===== src/rtl/ttc_pkg.sv =====
package ttc_pkg;

    // Character codes with a control meaning
    localparam logic [7:0] CODE_BS    = 8'd8;
    localparam logic [7:0] CODE_NL    = 8'd10;
    localparam logic [7:0] CODE_CR    = 8'd13;
    localparam logic [7:0] CODE_SPACE = 8'd32;

    // Cell geometry and pixel offsets
    localparam logic [12:0] CELL_W    = 13'd6;
    localparam logic [12:0] CELL_H    = 13'd8;
    localparam logic [9:0]  PIX_OFF_X = 10'd2;
    localparam logic [9:0]  PIX_OFF_Y = 10'd11;

    // Register map: index is paddr[4:2]
    localparam int unsigned ADDR_W = 5;
    localparam logic [2:0] REG_WINDOW_X   = 3'd0;
    localparam logic [2:0] REG_WINDOW_Y   = 3'd1;
    localparam logic [2:0] REG_GLYPH_SCALE = 3'd2;
    localparam logic [2:0] REG_COLUMNS    = 3'd3;
    localparam logic [2:0] REG_ROWS       = 3'd4;
    localparam logic [2:0] REG_INK_COLOUR = 3'd5;
    localparam logic [2:0] REG_ALT_ERASE  = 3'd6;

    // Register reset values
    localparam logic [9:0] RST_WINDOW_X    = 10'd0;
    localparam logic [9:0] RST_WINDOW_Y    = 10'd0;
    localparam logic [3:0] RST_GLYPH_SCALE = 4'd1;
    localparam logic [5:0] RST_COLUMNS     = 6'd52;
    localparam logic [5:0] RST_ROWS        = 6'd28;
    localparam logic [3:0] RST_INK_COLOUR  = 4'd15;
    localparam logic [7:0] RST_ALT_ERASE   = 8'd127;

    typedef struct packed {
        logic [9:0] window_x;
        logic [9:0] window_y;
        logic [3:0] glyph_scale;
        logic [5:0] columns;
        logic [5:0] rows;
        logic [3:0] ink_colour;
        logic [7:0] alt_erase_code;
    } cfg_t;

    typedef struct packed {
        logic       draw_valid;
        logic [7:0] draw_glyph;
        logic [9:0] draw_x;
        logic [9:0] draw_y;
        logic [3:0] draw_colour;
        logic       scroll_request;
        logic [5:0] cursor_col;
        logic [5:0] cursor_row;
    } res_t;

endpackage


===== src/rtl/ttc_cfg.sv =====
module ttc_cfg (
    input  logic                       clk,
    input  logic                       rst_n,
    input  logic                       psel,
    input  logic                       penable,
    input  logic                       pwrite,
    input  logic [ttc_pkg::ADDR_W-1:0] paddr,
    input  logic [31:0]                pwdata,
    output logic [31:0]                prdata,
    output logic                       pready,
    output ttc_pkg::cfg_t              cfg
);
    import ttc_pkg::*;

    cfg_t       cfg_reg;
    logic       wr_en;
    logic [2:0] reg_idx;

    assign pready  = 1'b1;
    assign wr_en   = psel && penable && pwrite;
    assign reg_idx = paddr[4:2];
    assign cfg     = cfg_reg;

    // Write registers on the access beat; drop writes beyond the map
    always_ff @(posedge clk or negedge rst_n)
    begin
        if (!rst_n)
        begin
            cfg_reg.window_x       <= RST_WINDOW_X;
            cfg_reg.window_y       <= RST_WINDOW_Y;
            cfg_reg.glyph_scale    <= RST_GLYPH_SCALE;
            cfg_reg.columns        <= RST_COLUMNS;
            cfg_reg.rows           <= RST_ROWS;
            cfg_reg.ink_colour     <= RST_INK_COLOUR;
            cfg_reg.alt_erase_code <= RST_ALT_ERASE;
        end
        else if (wr_en)
        begin
            unique case (reg_idx)
                REG_WINDOW_X:    cfg_reg.window_x       <= pwdata[9:0];
                REG_WINDOW_Y:    cfg_reg.window_y       <= pwdata[9:0];
                REG_GLYPH_SCALE: cfg_reg.glyph_scale    <= pwdata[3:0];
                REG_COLUMNS:     cfg_reg.columns        <= pwdata[5:0];
                REG_ROWS:        cfg_reg.rows           <= pwdata[5:0];
                REG_INK_COLOUR:  cfg_reg.ink_colour     <= pwdata[3:0];
                REG_ALT_ERASE:   cfg_reg.alt_erase_code <= pwdata[7:0];
                default:         cfg_reg                <= cfg_reg;
            endcase
        end
    end

    // Read back the addressed register
    always_comb
    begin
        unique case (reg_idx)
            REG_WINDOW_X:    prdata = {22'd0, cfg_reg.window_x};
            REG_WINDOW_Y:    prdata = {22'd0, cfg_reg.window_y};
            REG_GLYPH_SCALE: prdata = {28'd0, cfg_reg.glyph_scale};
            REG_COLUMNS:     prdata = {26'd0, cfg_reg.columns};
            REG_ROWS:        prdata = {26'd0, cfg_reg.rows};
            REG_INK_COLOUR:  prdata = {28'd0, cfg_reg.ink_colour};
            REG_ALT_ERASE:   prdata = {24'd0, cfg_reg.alt_erase_code};
            default:         prdata = 32'd0;
        endcase
    end

endmodule


===== src/rtl/ttc_step.sv =====
module ttc_step (
    input  logic [7:0]    char_code,
    input  logic [5:0]    col,
    input  logic [5:0]    row,
    input  ttc_pkg::cfg_t cfg,
    output ttc_pkg::res_t res
);
    import ttc_pkg::*;

    logic [5:0]  ncol;
    logic [5:0]  nrow;
    logic [6:0]  col_w;
    logic [6:0]  row_w;
    logic [5:0]  pcol;
    logic [5:0]  prow;
    logic        draw;
    logic        scroll;
    logic        is_erase;
    logic [7:0]  glyph;
    logic [12:0] mx;
    logic [12:0] my;

    // Decode the character and move the cursor
    always_comb
    begin
        ncol     = (cfg.columns == 6'd0) ? 6'd1 : cfg.columns;
        nrow     = (cfg.rows == 6'd0) ? 6'd1 : cfg.rows;
        col_w    = {1'b0, col};
        row_w    = {1'b0, row};
        pcol     = col;
        prow     = row;
        draw     = 1'b0;
        scroll   = 1'b0;
        glyph    = 8'd0;
        is_erase = (char_code == CODE_BS) || (char_code == cfg.alt_erase_code);

        priority if (char_code == CODE_NL)
        begin
            col_w = 7'd0;
            row_w = row_w + 7'd1;
        end
        else if (char_code == CODE_CR)
        begin
            col_w = 7'd0;
        end
        else if (is_erase)
        begin
            // Step back one cell unless at home, and blank it
            if ((row != 6'd0) || (col != 6'd0))
            begin
                if (col != 6'd0)
                begin
                    col_w = col_w - 7'd1;
                end
                else
                begin
                    col_w = {1'b0, ncol} - 7'd1;
                    row_w = row_w - 7'd1;
                end
                draw  = 1'b1;
                glyph = CODE_SPACE;
                pcol  = col_w[5:0];
                prow  = row_w[5:0];
            end
        end
        else
        begin
            draw  = 1'b1;
            glyph = char_code;
            col_w = col_w + 7'd1;
        end

        // Wrap a full line
        if (col_w >= {1'b0, ncol})
        begin
            row_w = row_w + 7'd1;
            col_w = 7'd0;
        end

        // Scroll past the last row and pin the cursor
        if (row_w >= {1'b0, nrow})
        begin
            scroll = 1'b1;
            row_w  = {1'b0, nrow} - 7'd1;
            col_w  = 7'd0;
        end
    end

    // Pixel position of the drawn cell, modulo 1024
    assign mx = 13'(cfg.glyph_scale) * 13'(pcol) * CELL_W;
    assign my = 13'(cfg.glyph_scale) * 13'(prow) * CELL_H;

    always_comb
    begin
        res.draw_valid     = draw;
        res.draw_glyph     = draw ? glyph : 8'd0;
        res.draw_x         = draw ? (cfg.window_x + mx[9:0] + PIX_OFF_X) : 10'd0;
        res.draw_y         = draw ? (cfg.window_y + my[9:0] + PIX_OFF_Y) : 10'd0;
        res.draw_colour    = draw ? cfg.ink_colour : 4'd0;
        res.scroll_request = scroll;
        res.cursor_col     = col_w[5:0];
        res.cursor_row     = row_w[5:0];
    end

endmodule


===== src/rtl/text_terminal_cursor_top.sv =====
// Text terminal cursor: takes one character per beat on the input channel and
// returns one beat per character with the cursor after it, an optional glyph
// draw request (a space for backspace) at the cell's pixel position and a
// scroll request when the cursor runs past the last row. A character goes
// through an input register and the cursor logic into the result register,
// from which the result is offered. The block takes one character per cycle
// while the input is not stalled: the cursor column and row are updated in
// the same cycle as the result is registered, so the next character sees them
// at once. The input stalls only when both the input and result registers are
// full and the output is stalled. Configure through the APB port while no
// character is in flight.
module text_terminal_cursor_top (
    input  logic                       clk,
    input  logic                       rst_n,
    input  logic                       psel,
    input  logic                       penable,
    input  logic                       pwrite,
    input  logic [ttc_pkg::ADDR_W-1:0] paddr,
    input  logic [31:0]                pwdata,
    output logic [31:0]                prdata,
    output logic                       pready,
    input  logic                       in_valid,
    output logic                       in_stall,
    input  logic [7:0]                 char_code,
    output logic                       out_valid,
    input  logic                       out_stall,
    output logic                       draw_valid,
    output logic [7:0]                 draw_glyph,
    output logic [9:0]                 draw_x,
    output logic [9:0]                 draw_y,
    output logic [3:0]                 draw_colour,
    output logic                       scroll_request,
    output logic [5:0]                 cursor_col,
    output logic [5:0]                 cursor_row
);
    import ttc_pkg::*;

    cfg_t       cfg;
    res_t       res_next;
    res_t       res_reg;
    logic       in_valid_reg;
    logic [7:0] char_reg;
    logic       out_valid_reg;
    logic [5:0] col_reg;
    logic [5:0] row_reg;
    logic       out_load;
    logic       in_take;

    ttc_cfg u_cfg (
        .clk     (clk),
        .rst_n   (rst_n),
        .psel    (psel),
        .penable (penable),
        .pwrite  (pwrite),
        .paddr   (paddr),
        .pwdata  (pwdata),
        .prdata  (prdata),
        .pready  (pready),
        .cfg     (cfg)
    );

    ttc_step u_step (
        .char_code (char_reg),
        .col       (col_reg),
        .row       (row_reg),
        .cfg       (cfg),
        .res       (res_next)
    );

    // Pipeline advance
    assign out_load = in_valid_reg && (!out_valid_reg || !out_stall);
    assign in_stall = in_valid_reg && out_valid_reg && out_stall;
    assign in_take  = in_valid && !in_stall;

    // Hold control state: stage valids and the cursor
    always_ff @(posedge clk or negedge rst_n)
    begin
        if (!rst_n)
        begin
            in_valid_reg  <= 1'b0;
            out_valid_reg <= 1'b0;
            col_reg       <= 6'd0;
            row_reg       <= 6'd0;
        end
        else
        begin
            if (!in_stall)
            begin
                in_valid_reg <= in_valid;
            end
            if (out_load)
            begin
                out_valid_reg <= 1'b1;
                col_reg       <= res_next.cursor_col;
                row_reg       <= res_next.cursor_row;
            end
            else if (!out_stall)
            begin
                out_valid_reg <= 1'b0;
            end
        end
    end

    // Capture the payloads
    always_ff @(posedge clk)
    begin
        if (in_take)
        begin
            char_reg <= char_code;
        end
        if (out_load)
        begin
            res_reg <= res_next;
        end
    end

    assign out_valid      = out_valid_reg;
    assign draw_valid     = res_reg.draw_valid;
    assign draw_glyph     = res_reg.draw_glyph;
    assign draw_x         = res_reg.draw_x;
    assign draw_y         = res_reg.draw_y;
    assign draw_colour    = res_reg.draw_colour;
    assign scroll_request = res_reg.scroll_request;
    assign cursor_col     = res_reg.cursor_col;
    assign cursor_row     = res_reg.cursor_row;

`ifndef SYNTH
    // Cursor state and the loaded result agree
    a_cursor_tracks: assert property (@(posedge clk) disable iff (!rst_n)
        out_load |=> (cursor_col == col_reg) && (cursor_row == row_reg))
        else $error("cursor state differs from the result beat");

    // A scroll pins the cursor to column zero
    a_scroll_col: assert property (@(posedge clk) disable iff (!rst_n)
        (out_valid && scroll_request) |-> (cursor_col == 6'd0))
        else $error("scroll with a non-zero column");

    // No draw means blank draw fields
    a_no_draw_blank: assert property (@(posedge clk) disable iff (!rst_n)
        (out_valid && !draw_valid) |->
            (draw_glyph == 8'd0) && (draw_x == 10'd0) && (draw_y == 10'd0)
            && (draw_colour == 4'd0))
        else $error("draw fields set without a draw");

    // Newline and return never reach the drawing side
    a_no_ctrl_glyph: assert property (@(posedge clk) disable iff (!rst_n)
        (out_valid && draw_valid) |->
            !((draw_glyph == CODE_NL) || (draw_glyph == CODE_CR)))
        else $error("control code sent as a glyph");
`endif

endmodule

===== config.mk =====
export PLATFORM = sky130hd
export DESIGN_NAME = text_terminal_cursor_top
export DESIGN_NICKNAME = d
export VERILOG_FILES = /design/src/rtl/ttc_pkg.sv /design/src/rtl/ttc_cfg.sv /design/src/rtl/ttc_step.sv /design/src/rtl/text_terminal_cursor_top.sv
export SDC_FILE = /design/constraint.sdc
export NUM_CORES = 1
export LEC_CHECK = 0
export BUFFER_PORTS_ARGS = -buffer_cell sky130_fd_sc_hd__buf_4
export CORE_ASPECT_RATIO = 1.2
export CORE_MARGIN = 2
export CORE_UTILIZATION = 60
export CTS_CLUSTER_SIZE = 25
export DETAILED_ROUTE_END_ITERATION = 8
export PLACE_DENSITY = 0.83
export SYNTH_ARGS = -nofsm -noshare
export SYNTH_HDL_FRONTEND = slang
export SYNTH_SLANG_ARGS = --single-unit

===== constraint.sdc =====
create_clock -name clk -period 11.3 [get_ports clk]
set_input_delay 0 -clock clk [delete_from_list [all_inputs] [get_ports clk]]
set_output_delay 0 -clock clk [all_outputs]
set_load 0.005 [all_outputs]

==> run_results.csv <==
group,metric,value,unit
synth,ys_ff_latch,116,
timing,final_max_slew_viol_count,0,
clock_tree,h-tree-depth,4,
drt,wl_met3,1.37,mm
synth,synthesis.area,8780,um^2
synth,synth-edff-count,54,
clock_tree,cts_tree,"built",
synth,ys.warnings.count,0,
setup_path,cp-end-kind,"register",
global_routing,grt_pass1_wl,35.4,mm
synth,async_flop_share,53.4,%
drt,drc,0,
drt,viasPerCell,6.02,
synth,synth-xor-area-share,6.94,%
drt,wl_met1,8.56,mm
synth,synth_compound_area_share,12.8,%
floorplan,row_count,48,
cells_and_area,drive_gt1_share,21.5,%
drt,wl_met2,11.3,mm
place,hpwlAfterDp,15.6,mm
timing,hold_violations,0,
drt,drt_wl_total,22.1,mm
synth,yosys.area_share.adder,14.5,%
setup_path,worstPathRequired,11480,ps
setup_path,slowest_delay,530,ps
place,gp_congestion,0.912,
setup_path,regToRegSetupSlack,3710,ps
timing,finalCritPeriodShare,67.2,%
cells_and_area,largest_reg_flops,48,
synth,synthSimpleGateAreaFrac,15.8,%
synth,synth_mux_area_share,7.07,%
job,maxCapViolations,0,
timing,whs,199,ps
setup_path,startpoint_type,"register",
drt,detail-route-antenna-nets,0,
setup_path,crit_start,"col_reg[0]$_DFFE_PN0P_",
synth,synth_top_area_share,18.5,%
clock_tree,cts.clk_slew.worst_paths,70,ps
timing,tns,0,ps
setup_path,reg2reg_depth,31,
setup_path,cp-endpoint,"draw_x[9]$_SDFFCE_PN0P_",
timing,fmax,0.132,GHz
clock_tree,clockBufferDepth,2,
global_routing,antenna_found_initial,0,
pwr,power_density,248,nW/um^2
drt,vias,6990,
floorplan,core-area,14400,um^2
clock_tree,clkLatencyLatePin,440,ps
setup_path,path_max_fanout,7,
floorplan,die_x,114,um
global_routing,gr-total-overflow,0,
synth,yosysUniqueCellTypes,83,
global_routing,grt_usage,29.8,%
timing,finClkSkew,14.5,ps
setup_path,r2r_end,"draw_x[9]$_SDFFCE_PN0P_",
global_routing,grt_max_degree,63,
timing,rsz0062_at_grt,"no",
timing,period_needed,7590,ps
drt,dr.pass1.iters,5,
cells_and_area,syn_to_final_growth,16.5,%
global_routing,grt_pass1_vias,6911,
timing,tightestPinTransition,1010,ps
place,portBuffers,85,
setup_path,path_class,"reg2reg",
clock_tree,numCtsBuffers,17,
floorplan,die_area,15600,um^2
drt,top_layer,"met4",
pwr,leakagePower,0.00476,uW
pwr,ir_worst_vdd,0.189,mV
floorplan,ios,133,
timing,slew-limit-headroom,32.2,%
status,status,"complete, no violations",
floorplan,start_util,61.2,%
drt,wl_per_cell,19.0,um
clock_tree,root_buffer,"clkbuf_16",
synth,yosys.area.top_type,"edfxtp_1",
setup_path,reg2reg_from,"col_reg[0]$_DFFE_PN0P_",
synth,yosysSeqAreaShare,36.4,%
setup_path,critPathSlowestCell,"fa_1",
drt,first_iter_violations,520,
synth,ys.flop_type,"edfxtp_1",
synth,synth_top_family_by_area,"simple AND/OR/NAND/NOR gates",
synth,netlist_instances,879,
hold_path,hold_class,"in2async",
synth,synth_area_leaders,"edfxtp_1, dfrtp_1, ha_1, dfstp_2, mux2_2",
clock_tree,postCtsSetupRepairBufs,0,
cells_and_area,num-fill-cells,1045,
floorplan,die_height,137,um
setup_path,arrival,7770,ps
cells_and_area,fin_nets,1117,
cells_and_area,num_antenna_cells,0,
timing,setup_viol,0,
clock_tree,cts_sinks,116,
synth,syn-mean-instance-area,9.99,um^2
-- final cells by class --
| class | instances | area (um^2) | area share, % |
|---|---|---|---|
| repair buffers | 111 | 888 | 8.68 |
| well taps | 175 | 219 | 2.14 |
| clock buffers | 17 | 425 | 4.16 |
| inverters | 69 | 259 | 2.53 |
| clock inverters | 15 | 146 | 1.43 |
| flip-flops and latches | 116 | 3200 | 31.2 |
| multi-input cells | 659 | 5090 | 49.8 |
-- synthesized netlist by cell type (all sizes together), types with 9 or more instances --
cell type,instances
ha,73
nand2,72
inv,69
nor2,69
edfxtp,54
dfrtp,44
a21oi,43
xnor2,41
o21ai,37
mux2,36
buf,34
and2,28
clkbuf,22
xor2,20
a21o,19
dfstp,18
fa,18
mux2i,17
nand2b,16
nand3,14
nor3,12
nor2b,10
a31oi,9
o21bai,9
-- cell families (layout without fill, tap and decap cells) --
family	after synthesis	count (layout)
buffers and inverters	125	212
adder cells (fa/ha/maj)	91	91
flip-flops	116	116
other	2	23
XOR/XNOR	64	64
AO/OA/AOI/OAI	163	163
multiplexers	55	55
AND/OR/NAND/NOR	263	263
-- what timing repair did --
item,in CTS,in global routing
hold buffers,22,0
resized for setup,0,0
hold endpoints to repair,102,0
-- cells in the final DEF, fill, tap and decap left out, drive strengths merged, types with 16 or more instances in the layout --
master	instances
ha	73
fa	18
mux2i	17
inv	77
a21o	19
a21oi	43
o21ai	37
and2	28
clkbuf	17
dfrtp	44
conb	23
xor2	20
nand2b	16
edfxtp	54
xnor2	41
dlygate4sd3	22
mux2	36
nor2	69
nand2	72
buf	89
dfstp	18
-- metrics by stage --
step | utilization, % | cells | setup WS (ps) | total power [uW] | cell area (um^2)
6_report | 71.3 | 1162 | 3710 | 2530 | 10200
5_1_grt | 71.3 | 1162 | 3210 | 2720 | 10200
4_1_cts | 71.3 | 1162 | 3870 | 2510 | 10200
3_5_place_dp | 65.7 | 1108 | 3940 | 1960 | 9440
3_3_place_gp | 65.7 | 1108 | 4090 | 1910 | 9440
2_1_floorplan | - | 900 | 4720 | 1640 | 8860
-- worst min-delay path by stage --
stage	start	end	slack (ps)	depth (start not counted)
after floorplan	rst_n	col_reg[0]$_DFFE_PN0P_	-300	0
final	rst_n	out_valid$_DFFE_PN0P_	200	2
after global routing	pwrite	u_cfg.cfg[23]$_DFFE_PN1P_	210	5
after detailed placement	rst_n	in_valid_reg$_DFFE_PN0N_	140	1
after CTS	pwrite	u_cfg.cfg[23]$_DFFE_PN1P_	180	5
after global placement	rst_n	out_valid$_DFFE_PN0P_	130	1
-- critical path, delay by kind of cell (launching register included) --
| family | cells | cell delay [ps] |
|---|---|---|
| simple gates | 7 | 1170 |
| fa+ha+maj | 7 | 2360 |
| compound gates | 5 | 1090 |
| mux | 1 | 410 |
| xor+xnor | 7 | 1570 |
| buf+inv | 4 | 300 |
| flops | 1 | 460 |
-- per-layer routing --
layer | track usage, % | vias to the layer above
met5 | 0 | -
met4 | 14.6 | 0
met3 | 6.29 | 77
met2 | 51.7 | 326
met1 | 35.0 | 3352
li1 | - | 3235
-- power by group --
part / switching (uW) / internal (uW) / total, uW
combinational: 690 / 580 / 1270
clock: 229 / 308 / 537
sequential: 115 / 612 / 727
total: 1030 / 1500 / 2530
Power figures use the tool's default switching activity.
